### src/rtl/core/ppx_pkg.sv
// ----------------------------------------------------------------------------
// ppx_pkg
// Shared types, constants and the control store of the packed pixel palette
// expander.
// ----------------------------------------------------------------------------
package ppx_pkg;

    // image geometry
    localparam int MAX_DIM   = 1024;
    localparam int CNT_W     = $clog2(MAX_DIM);
    localparam int DIM_W     = CNT_W + 1;
    localparam int CFG_DIM_W = 11;
    localparam int ORG_W     = 12;
    localparam int COORD_W   = 13;
    localparam int COLOR_W   = 8;
    localparam int PAL_W     = 64;
    localparam int CFG_IDX_W = 3;
    localparam int TDATA_W   = 40;

    // register indexes of the configuration port
    localparam logic [CFG_IDX_W-1:0] REG_BITS_MODE    = 3'd0;
    localparam logic [CFG_IDX_W-1:0] REG_ORIGIN_X     = 3'd1;
    localparam logic [CFG_IDX_W-1:0] REG_ORIGIN_Y     = 3'd2;
    localparam logic [CFG_IDX_W-1:0] REG_IMAGE_WIDTH  = 3'd3;
    localparam logic [CFG_IDX_W-1:0] REG_IMAGE_HEIGHT = 3'd4;
    localparam logic [CFG_IDX_W-1:0] REG_PALETTE_LOW  = 3'd5;
    localparam logic [CFG_IDX_W-1:0] REG_PALETTE_HIGH = 3'd6;

    // index size codes
    localparam logic [1:0] MODE_1BPP = 2'd0;
    localparam logic [1:0] MODE_2BPP = 2'd1;

    // sequencer steps
    typedef enum logic [0:0] {
        STEP_FETCH,
        STEP_EMIT
    } step_t;

    // jump conditions
    typedef enum logic [1:0] {
        COND_NEVER,
        COND_IN_XFER,
        COND_PIX_DONE
    } cond_t;

    // one control word
    typedef struct packed {
        logic  take;
        logic  emit;
        cond_t cond;
        step_t target;
    } uword_t;

    // control store: wait for a byte, then emit its pixels one per cycle unless stalled
    function automatic uword_t ucode_rom(step_t step);
        uword_t w;
        w = '{take: 1'b0, emit: 1'b0, cond: COND_NEVER, target: STEP_FETCH};
        case (step)
            STEP_FETCH: w = '{take: 1'b1, emit: 1'b0, cond: COND_IN_XFER,
                              target: STEP_EMIT};
            STEP_EMIT:  w = '{take: 1'b0, emit: 1'b1, cond: COND_PIX_DONE,
                              target: STEP_FETCH};
            default:    w = '{take: 1'b0, emit: 1'b0, cond: COND_NEVER,
                              target: STEP_FETCH};
        endcase
        return w;
    endfunction

    // zero counts as one, oversized saturates
    function automatic logic [DIM_W-1:0] clamp_dim(logic [CFG_DIM_W-1:0] v);
        logic [DIM_W-1:0] r;
        r = DIM_W'(v);
        if (v == '0)
            r = DIM_W'(1);
        else if (32'(v) > 32'(MAX_DIM))
            r = DIM_W'(MAX_DIM);
        return r;
    endfunction

endpackage

### src/rtl/core/packed_pixel_palette_expander.sv
// ----------------------------------------------------------------------------
// packed_pixel_palette_expander
// Expands packed 1/2/4 bit palette indices into colored, placed pixels under
// control of a two-step microprogram.
// ----------------------------------------------------------------------------
// Pixel path: a byte transfer loads the shift register and enters the emit
//   step, which registers the first pixel at the output once it is free.
// Throughput: one pixel per cycle from a shared emit step unless the output
//   stalls; a byte passes one fetch step, then emits 8, 4 or 2 pixels for 1,
//   2 or 4 bit indices, fewer if a row ends inside it; then the next is taken.
// Reset: asynchronous; counters zero, registers to their reset values
//   (width and height one), sequencer waits for a byte, no pixel pending.
module packed_pixel_palette_expander
(
    input  logic                               clk,
    input  logic                               rst_n,
    // configuration writes
    input  logic                               cfg_we,
    input  logic [ppx_pkg::CFG_IDX_W-1:0]      cfg_index,
    input  logic [ppx_pkg::PAL_W-1:0]          cfg_data,
    // packed bytes in
    input  logic                               s_tvalid,
    output logic                               s_tready,
    input  logic [7:0]                         s_tdata,   // [7:0] packed_byte
    // pixels out
    output logic                               m_tvalid,
    input  logic                               m_tready,
    output logic [ppx_pkg::TDATA_W-1:0]        m_tdata,   // [12:0] pixel_x,
                                                          // [25:13] pixel_y,
                                                          // [33:26] pixel_color,
                                                          // [39:34] zero
    output logic                               m_tuser,   // [0] byte_last
    output logic                               m_tlast    // image_last
);

    // configuration registers
    logic [1:0]                        bits_mode_reg;
    logic [ppx_pkg::ORG_W-1:0]         origin_x_reg;
    logic [ppx_pkg::ORG_W-1:0]         origin_y_reg;
    logic [ppx_pkg::CFG_DIM_W-1:0]     width_cfg_reg;
    logic [ppx_pkg::CFG_DIM_W-1:0]     height_cfg_reg;
    logic [ppx_pkg::PAL_W-1:0]         pal_low_reg;
    logic [ppx_pkg::PAL_W-1:0]         pal_high_reg;

    // sequencer and datapath state
    ppx_pkg::step_t                    step_reg, step_next;
    logic [7:0]                        shift_reg, shift_next;
    logic [2:0]                        slot_reg, slot_next;
    logic [ppx_pkg::CNT_W-1:0]         col_reg, col_next;
    logic [ppx_pkg::CNT_W-1:0]         row_reg, row_next;

    // output register
    logic                              out_valid_reg, out_valid_next;
    logic [ppx_pkg::COORD_W-1:0]       out_x_reg, out_x_next;
    logic [ppx_pkg::COORD_W-1:0]       out_y_reg, out_y_next;
    logic [ppx_pkg::COLOR_W-1:0]       out_color_reg, out_color_next;
    logic                              out_blast_reg, out_blast_next;
    logic                              out_ilast_reg, out_ilast_next;

    // datapath signals
    ppx_pkg::uword_t                   uword;
    logic                              in_xfer;
    logic                              out_free;
    logic                              emit_fire;
    logic                              jump;
    logic [ppx_pkg::DIM_W-1:0]         width;
    logic [ppx_pkg::DIM_W-1:0]         height;
    logic [ppx_pkg::DIM_W-1:0]         col_inc;
    logic [ppx_pkg::DIM_W-1:0]         row_inc;
    logic                              row_end;
    logic                              img_end;
    logic                              last_slot;
    logic [2:0]                        slot_max;
    logic [3:0]                        pix_index;
    logic [7:0]                        shift_adv;
    logic [2*ppx_pkg::PAL_W-1:0]       palette;

    // configuration register file
    always_ff @(posedge clk or negedge rst_n)
    begin
        if (!rst_n)
        begin
            bits_mode_reg  <= ppx_pkg::MODE_1BPP;
            origin_x_reg   <= '0;
            origin_y_reg   <= '0;
            width_cfg_reg  <= ppx_pkg::CFG_DIM_W'(1);
            height_cfg_reg <= ppx_pkg::CFG_DIM_W'(1);
            pal_low_reg    <= '0;
            pal_high_reg   <= '0;
        end
        else if (cfg_we)
        begin
            case (cfg_index)
                ppx_pkg::REG_BITS_MODE:    bits_mode_reg  <= cfg_data[1:0];
                ppx_pkg::REG_ORIGIN_X:     origin_x_reg   <= cfg_data[ppx_pkg::ORG_W-1:0];
                ppx_pkg::REG_ORIGIN_Y:     origin_y_reg   <= cfg_data[ppx_pkg::ORG_W-1:0];
                ppx_pkg::REG_IMAGE_WIDTH:  width_cfg_reg  <= cfg_data[ppx_pkg::CFG_DIM_W-1:0];
                ppx_pkg::REG_IMAGE_HEIGHT: height_cfg_reg <= cfg_data[ppx_pkg::CFG_DIM_W-1:0];
                ppx_pkg::REG_PALETTE_LOW:  pal_low_reg    <= cfg_data;
                ppx_pkg::REG_PALETTE_HIGH: pal_high_reg   <= cfg_data;
                default:                   ;
            endcase
        end
    end

    // control word fetch and handshake qualifiers
    assign uword     = ppx_pkg::ucode_rom(step_reg);
    assign s_tready  = uword.take;
    assign in_xfer   = s_tvalid && uword.take;
    assign out_free  = !out_valid_reg || m_tready;
    assign emit_fire = uword.emit && out_free;

    // index size decode
    always_comb
    begin
        case (bits_mode_reg)
            ppx_pkg::MODE_1BPP:
            begin
                slot_max  = 3'd7;
                pix_index = {3'b000, shift_reg[7]};
                shift_adv = {shift_reg[6:0], 1'b0};
            end
            ppx_pkg::MODE_2BPP:
            begin
                slot_max  = 3'd3;
                pix_index = {2'b00, shift_reg[7:6]};
                shift_adv = {shift_reg[5:0], 2'b00};
            end
            default:
            begin
                slot_max  = 3'd1;
                pix_index = shift_reg[7:4];
                shift_adv = {shift_reg[3:0], 4'b0000};
            end
        endcase
    end

    // row and image end detection
    assign width     = ppx_pkg::clamp_dim(width_cfg_reg);
    assign height    = ppx_pkg::clamp_dim(height_cfg_reg);
    assign col_inc   = ppx_pkg::DIM_W'(col_reg) + ppx_pkg::DIM_W'(1);
    assign row_inc   = ppx_pkg::DIM_W'(row_reg) + ppx_pkg::DIM_W'(1);
    assign row_end   = col_inc >= width;
    assign img_end   = row_end && (row_inc >= height);
    assign last_slot = slot_reg == slot_max;
    assign palette   = {pal_high_reg, pal_low_reg};

    // conditional jump
    always_comb
    begin
        case (uword.cond)
            ppx_pkg::COND_IN_XFER:  jump = in_xfer;
            ppx_pkg::COND_PIX_DONE: jump = emit_fire && (row_end || last_slot);
            default:                jump = 1'b0;
        endcase
        step_next = jump ? uword.target : step_reg;
    end

    // datapath next state
    always_comb
    begin
        shift_next     = shift_reg;
        slot_next      = slot_reg;
        col_next       = col_reg;
        row_next       = row_reg;
        out_valid_next = out_valid_reg && !m_tready;
        out_x_next     = out_x_reg;
        out_y_next     = out_y_reg;
        out_color_next = out_color_reg;
        out_blast_next = out_blast_reg;
        out_ilast_next = out_ilast_reg;

        // load a new byte
        if (in_xfer)
        begin
            shift_next = s_tdata;
            slot_next  = '0;
        end

        // produce one pixel and advance the counters
        if (emit_fire)
        begin
            out_valid_next = 1'b1;
            out_x_next     = ppx_pkg::COORD_W'($signed(origin_x_reg))
                           + ppx_pkg::COORD_W'(col_reg);
            out_y_next     = ppx_pkg::COORD_W'($signed(origin_y_reg))
                           + ppx_pkg::COORD_W'(row_reg);
            out_color_next = palette[{pix_index, 3'b000} +: ppx_pkg::COLOR_W];
            out_blast_next = row_end || last_slot;
            out_ilast_next = img_end;
            shift_next     = shift_adv;
            slot_next      = slot_reg + 3'd1;
            if (row_end)
            begin
                col_next = '0;
                row_next = img_end ? '0 : row_inc[ppx_pkg::CNT_W-1:0];
            end
            else
            begin
                col_next = col_inc[ppx_pkg::CNT_W-1:0];
            end
        end
    end

    // control registers
    always_ff @(posedge clk or negedge rst_n)
    begin
        if (!rst_n)
        begin
            step_reg      <= ppx_pkg::STEP_FETCH;
            slot_reg      <= '0;
            col_reg       <= '0;
            row_reg       <= '0;
            out_valid_reg <= 1'b0;
        end
        else
        begin
            step_reg      <= step_next;
            slot_reg      <= slot_next;
            col_reg       <= col_next;
            row_reg       <= row_next;
            out_valid_reg <= out_valid_next;
        end
    end

    // payload registers
    always_ff @(posedge clk)
    begin
        shift_reg     <= shift_next;
        out_x_reg     <= out_x_next;
        out_y_reg     <= out_y_next;
        out_color_reg <= out_color_next;
        out_blast_reg <= out_blast_next;
        out_ilast_reg <= out_ilast_next;
    end

    // output port mapping
    assign m_tvalid = out_valid_reg;
    assign m_tdata  = {{(ppx_pkg::TDATA_W - 2*ppx_pkg::COORD_W - ppx_pkg::COLOR_W){1'b0}},
                       out_color_reg, out_y_reg, out_x_reg};
    assign m_tuser  = out_blast_reg;
    assign m_tlast  = out_ilast_reg;

    // a byte transfer always starts the emit step
    assert property (@(posedge clk) disable iff (!rst_n)
        in_xfer |=> step_reg == ppx_pkg::STEP_EMIT)
        else $error("emit step not entered after byte transfer");

    // the image end is also the end of a byte
    assert property (@(posedge clk) disable iff (!rst_n)
        out_valid_reg && out_ilast_reg |-> out_blast_reg)
        else $error("image end pixel without byte end");

    // the slot counter stays within the byte
    assert property (@(posedge clk) disable iff (!rst_n)
        step_reg == ppx_pkg::STEP_EMIT |-> slot_reg <= slot_max)
        else $error("slot counter ran past the byte");

    // counters return to zero after the last pixel of the image
    assert property (@(posedge clk) disable iff (!rst_n)
        emit_fire && img_end |=> col_reg == '0 && row_reg == '0)
        else $error("counters not cleared at image end");

endmodule

### config.mk
export PLATFORM = sky130hd
export DESIGN_NAME = packed_pixel_palette_expander
export DESIGN_NICKNAME = d
export VERILOG_FILES = /design/src/rtl/core/ppx_pkg.sv /design/src/rtl/core/packed_pixel_palette_expander.sv
export SDC_FILE = /design/constraint.sdc
export NUM_CORES = 1
export LEC_CHECK = 0
export BUFFER_PORTS_ARGS = -buffer_cell sky130_fd_sc_hd__buf_2
export CAP_MARGIN = 25
export CELL_PAD_IN_SITES_DETAIL_PLACEMENT = 1
export CELL_PAD_IN_SITES_GLOBAL_PLACEMENT = 2
export CORE_MARGIN = 2
export CORE_UTILIZATION = 25
export DETAILED_ROUTE_END_ITERATION = 8
export GPL_TIMING_DRIVEN = 1
export PLACE_DENSITY_LB_ADDON = 0.1
export SLEW_MARGIN = 40
export SYNTH_ARGS = -nofsm -noshare
export SYNTH_HDL_FRONTEND = slang
export SYNTH_SLANG_ARGS = --single-unit
### constraint.sdc
create_clock -name clk -period 5.4 [get_ports clk]
set_clock_uncertainty 0.15 [all_clocks]
set_input_delay 0.54 -clock clk [delete_from_list [all_inputs] [get_ports clk]]
set_output_delay 0.54 -clock clk [all_outputs]
set_load 0.02 [all_outputs]
# Yosys cells after proc, flatten, opt, wreduce, memory -nomap -nowiden
# Cells that the tools add are included.
# word_totals
regBits,245
in_bits,80
output_inout_bits,44
# op_classes
n_addsub,5
order_cmp,4
eq_ne,10
shifts,1
n_mux,16
bitwise,1
n_reduce_logical,22
# ops
op,count
variable part select 128 x 8 -> 8 bit,1
two-way mux 11 bit,4
adder 12 x 11 -> 13 bit,2
adder 10 x 1 -> 11 bit (second input constant),2
greater-or-equal comparator 11 bit,2
> comparator 11 bit (second input constant),2
zero test 11 bit,2
two-way mux 10 bit,2
two-way mux 8 bit,2
case mux 8 bit (2 select lines),1
AND reduction 2 bit,8
case mux 5 bit (2 select lines),1
== test 3 bit (second input constant),3
case mux 4 bit (2 select lines),1
== test 3 x 2 -> 1 bit (second input constant),2
two-way mux 3 bit,2
case mux 3 bit (2 select lines),1
logical AND 1 bit,5
== test 2 x 1 -> 1 bit (second input constant),2
adder 3 x 1 -> 3 bit (second input constant),1
== test 3 x 1 -> 1 bit (second input constant),1
== test 3 bit,1
zero test 3 bit,1
== test 2 bit (second input constant),1
7 further kinds,9

# Depth between registers and ports, before layout
# logic_depth
word_depth,7
mapped_depth,12

# Least setup slack after synthesis
# OpenSTA, ideal clock, no wires.
# synth_timing
path_type,reg2reg
startpoint,reg col_reg[2] in the netlist's numbering
endpoint,"reg out_blast_reg (netlist: m_tuser), data pin"
setup_time_ns,0.263
arrival_time_ns,2.486
slack_ns,2.501
path_stages_with_launch,12
path_buffers,1
path_cell_list,dfrtp_1 and3_1 and3_1 nand3_1 xnor2_1 ha_1 and3_1 a221oi_1 o21ai_0 a41oi_1 buf_2 nand2_1
# synth_between
elab_chain_len,3
# synth_lines
element,line_no,source
"start, declared",packed_pixel_palette_expander.sv:49,"logic [ppx_pkg::CNT_W-1:0] col_reg, col_next;"
"start signal, assigned",packed_pixel_palette_expander.sv:220,col_reg <= col_next;
adder 10 x 1 -> 11 bit,packed_pixel_palette_expander.sv:141,assign col_inc = ppx_pkg::DIM_W'(col_reg) + ppx_pkg::DIM_W'(1);
greater-or-equal comparator 11 bit,packed_pixel_palette_expander.sv:143,assign row_end = col_inc >= width;
logical OR 1 bit,packed_pixel_palette_expander.sv:189,out_blast_next = row_end || last_slot;
"end signal, assigned",packed_pixel_palette_expander.sv:233,out_blast_reg <= out_blast_next;
"end, declared",packed_pixel_palette_expander.sv:57,"logic out_blast_reg, out_blast_next;"
# Every way passes these cells.
# A chain may end at the register's enable or synchronous reset.

# Worst setup path after layout
# layout_timing
startpoint,reg bits_mode_reg[0]
endpoint,"reg out_color_reg[5] in the netlist's numbering, data pin"
# layout_between
elab_chain_len,3
elab_cells_between_ends,4
# layout_lines
element,line_no,source
"start, declared",packed_pixel_palette_expander.sv:37,logic [1:0] bits_mode_reg;
"start signal, assigned",packed_pixel_palette_expander.sv:83,bits_mode_reg <= ppx_pkg::MODE_1BPP;
"start signal, assigned",packed_pixel_palette_expander.sv:94,ppx_pkg::REG_BITS_MODE: bits_mode_reg <= cfg_data[1:0];
== test 2 x 1 -> 1 bit or zero test 2 bit (tied branches),packed_pixel_palette_expander.sv:116,case (bits_mode_reg)
case mux 4 bit (2 select lines) (*),packed_pixel_palette_expander.sv:116,
variable part select 128 x 8 -> 8 bit (*),packed_pixel_palette_expander.sv:188,"out_color_next = palette[{pix_index, 3'b000} +: ppx_pkg::COLOR_W];"
"end signal, assigned",packed_pixel_palette_expander.sv:232,out_color_reg <= out_color_next;
"end, declared",packed_pixel_palette_expander.sv:56,"logic [ppx_pkg::COLOR_W-1:0] out_color_reg, out_color_next;"
# Every way passes the cells marked *; elsewhere a longest branch is shown, timed or not.

==> run_results.csv <==
group,metric,value,unit
sta,hold_viol,0,
synth,async_flop_share,82.04,%
power,p_comb_share,30.7,%
power,power.share.sequential,37.7,%
power,p_sw_share,33.62,%
cts,cts_tree,"built",
sta,maxSlewViolCount,0,
worst_setup_path,worstSetupStartpointType,"flip-flop",
hold_path,worst_hold_path.endpoint,"pal_high_reg[61]$_DFFE_PN0P_",
floorplanning,start_util,25.40,%
synth,netlist_instances,944,
drt,drt_pass1_iterations,4,
sta,finalSetupViolations,0,
placement,placed_cells,1650,
global_routing,grt_max_degree,104,
worst_setup_path,critPathKind,"flip-flop to flip-flop",
hold_path,hold_depth,2,
cts,cts_resized,0,
worst_setup_path,end_kind,"flip-flop",
layout,fin_cells,1715,
synth,synth_edf_count,44,
power,peakVddDrop,0.2125,mV
sta,whs,0.08217,ns
synth,synth_top_family_by_area,"multiplexers",
synth,synth-main-ff-cell,"dfrtp_1",
synth,ys_types,67,
global_routing,grt_pass1_vias,8692,
layout,nFillCells,5167,
synth,synth_compound_area_share,7.206,%
cts,cts_buffers,34,
sta,fmax,0.2893,GHz
drt,vias,7979,
synth,synth-seq-cells,245,
cts,clk_latency,0.54,ns
power,p_clk_share,31.6,%
floorplanning,dieArea,50400,um2
layout,final_nets,1199,
worst_setup_path,reg2reg_depth,7,
synth,ys_seq_area_share,52.28,%
floorplanning,core,47850,um2
sta,rsz0062_at_grt,"no",
synth,synthMuxAreaShare,22.79,%
worst_setup_path,startpoint,"bits_mode_reg[0]$_DFFE_PN0P_",
cts,cts-root-buf,"clkbuf_16",
synth,synth_warnings,0,
global_routing,grtUsageTotal,14.13,%
sta,period_needed,3.456,ns
worst_setup_path,rrSetupSlack,1.94,ns
synth,syn_avg_cell_area,12.88,um2
sta,fin_tns_setup,0,ns
sta,tightest_slew,0.7698,ns
drt,drt_wl_total,34.36,mm
hold_path,hold_path_class,"input port to flip-flop",
hold_path,min_from,"cfg_data[61]",
synth,syn-cell-area,12150,um2
global_routing,grt-ovfl-total,0,
drt,route.detailed.drc,0,
floorplanning,num_rows,80,
worst_setup_path,rr_startpoint,"bits_mode_reg[0]$_DFFE_PN0P_",
drt,postRouteAntennaNets,0,
global_routing,grt_first_pass_wirelength,53.98,mm
power,power_leakage,6.385,nW
drt,avgRoutedWirePerCell,20.03,um
synth,yosys.area_share.adder,4.962,%
drt,drtIter0Drc,407,
drt,via_per_inst,4.652,
power,p_int,0.005005,W
floorplanning,die_y,224.5,um
placement,io_buffers,117,
power,switchingPower,0.002536,W
worst_setup_path,crit_arrival,3.59,ns
cts,clock-sinks,245,
placement,gp_congestion,0.7041,
worst_setup_path,crit_path_max_fanout,15,
cts,clkTransAtPathRegs,0.06,ns
synth,synth_xor_area_share,2.378,%
outcome,status,"complete, no violations",
layout,drive_gt1_share,34.61,%
global_routing,antenna_found_initial,2,
flow_run,cap_violations,0,
cts,hold_buffers,1,
sta,period_share,64.00,%
synth,yosys.area_share.simple,7.597,%
cts,cts_max_level,2,
placement,hpwl,23.47,mm
floorplanning,top_level_ports,124,
worst_setup_path,worst-endpoint-required,5.54,ns
cts,post_cts_buffers,0,
sta,slew-limit-headroom,48.22,%
floorplanning,die_x,224.5,um
cts,cts_buffer_depth,3,
layout,syn_to_final_growth,20.39,%
power,p_per_area,515.3,nW/um2
worst_setup_path,reg2reg_to,"out_color_reg[5]$_DFFE_PP_",
[metal layers]
| layer | global-route usage, % | share of wire [%] |
|---|---|---|
| met1 | 17.84 | 44 |
| met2 | 24.70 | 50 |
| met3 | 2.730 | 3.5 |
| met4 | 3.674 | 1.7 |
| met5 | 0 | 0 |
[cell usage in the layout (no fill, tap or decap), drive strengths merged, types with 8 or more instances in the layout]
| cell type | Yosys | layout |
|---|---|---|
| xnor2 | 25 | 25 |
| xor2 | 8 | 8 |
| buf | 20 | 130 |
| mux2i | 19 | 19 |
| and3 | 9 | 9 |
| dfrtp | 199 | 199 |
| o21ai | 45 | 45 |
| mux2 | 177 | 177 |
| nand3 | 27 | 27 |
| clkbuf | 25 | 52 |
| a21o | 9 | 9 |
| nor2b | 9 | 9 |
| nor3 | 8 | 8 |
| a21oi | 22 | 22 |
| inv | 23 | 25 |
| nand2 | 84 | 84 |
| ha | 45 | 45 |
| edfxtp | 44 | 44 |
| nor2 | 28 | 28 |
| mux4 | 23 | 23 |
[layout make-up]
class,instances,area (um2),share of cell area [%]
diodes,2,5.005,0.03420
clock buffers,51,1017,6.952
clock inverters,11,172.7,1.180
inverters,24,90.09,0.6156
multi-input cells,635,5484,37.48
flip-flops and latches,245,6354,43.42
well taps,615,769.5,5.259
repair buffers,132,740.7,5.062
[critical path, cell delays in order, from the launching register on]
cell and delay [ns]:
dfrtp_1 0.69, mux2_4 0.37, mux2i_4 0.39, buf_4 0.38, buf_4 0.34, mux4_1 0.60
a22oi_1 0.19, o21ai_1 0.09
[kinds of logic (layout without fill, tap and decap cells)]
family                     after synthesis  count (layout)
xor gates and xnor gates                33              33
DFF                                    245             245
muxes                                  219             219
other                                    1               8
adders and majority gates               47              47
buffers and inverters                   69             218
and+or+nand+nor                        197             197
AOI/OAI and AO/OA                      133             133
[power groups by stage]
stage | Combinational [W] | Sequential [W] | Clock, W
detailed placement | 0.00238 | 0.00289 | 0
global route | 0.00261 | 0.00292 | 0.00256
global placement | 0.00236 | 0.00288 | 0
CTS | 0.00240 | 0.00286 | 0.00248
floorplan | 0.00161 | 0.00288 | 0
finish | 0.00232 | 0.00284 | 0.00238
[worst max path at each step]
| stage | end | slack [ns] | depth (start not counted) |
|---|---|---|---|
| floorplan | m_tuser$_DFFE_PP_ | 2.50 | 11 |
| finish | out_color_reg[5]$_DFFE_PP_ | 1.94 | 7 |
| CTS | out_color_reg[5]$_DFFE_PP_ | 1.84 | 7 |
| global placement | out_color_reg[5]$_DFFE_PP_ | 1.96 | 7 |
| global route | out_color_reg[5]$_DFFE_PP_ | 1.68 | 7 |
| detailed placement | out_color_reg[5]$_DFFE_PP_ | 1.84 | 7 |
[cell usage after synthesis (4+ instances only)]
cell type  count  area (um2)
a21oi_1       22       110.1
nand2b_1       7       43.79
mux2i_1       18       180.2
nand3_1       27       135.1
nand2_1       84       315.3
inv_1         23       86.33
o21ai_0       37       185.2
ha_1          45       563.0
nor3b_1        4       30.03
edfxtp_1      44        1321
xnor2_1       25       219.0
dfrtp_1      199        4980
o31ai_1        5       37.54
mux4_1        14       367.9
o21ai_1        7       35.03
buf_4          7       52.55
and3_1         9       56.30
xor2_1         8       70.07
a22oi_1        7       52.55
nor2_1        28       105.1
nor3_1         8       40.04
nor2b_1        9       56.30
clkbuf_1      25       93.84
mux2_2       176        1982
nor4_1         5       31.28
a21o_1         9       67.56
buf_2          8       40.04
mux4_2         9       202.7
a31oi_1        5       31.28
a221oi_1       7       61.31
and2_1         6       37.54
[through the flow]
step           power [W]  cell area [um2]  setup slack, ns  util (%)
2_1_floorplan   0.004485            12170            2.501         -
3_3_place_gp    0.005244            13410            1.956     28.03
3_5_place_dp    0.005273            13430            1.838     28.06
4_1_cts         0.007740            14630            1.839     30.57
5_1_grt         0.008088            14630            1.682     30.57
6_report        0.007541            14630            1.944     30.58
(Power assumes the default switching activity.)
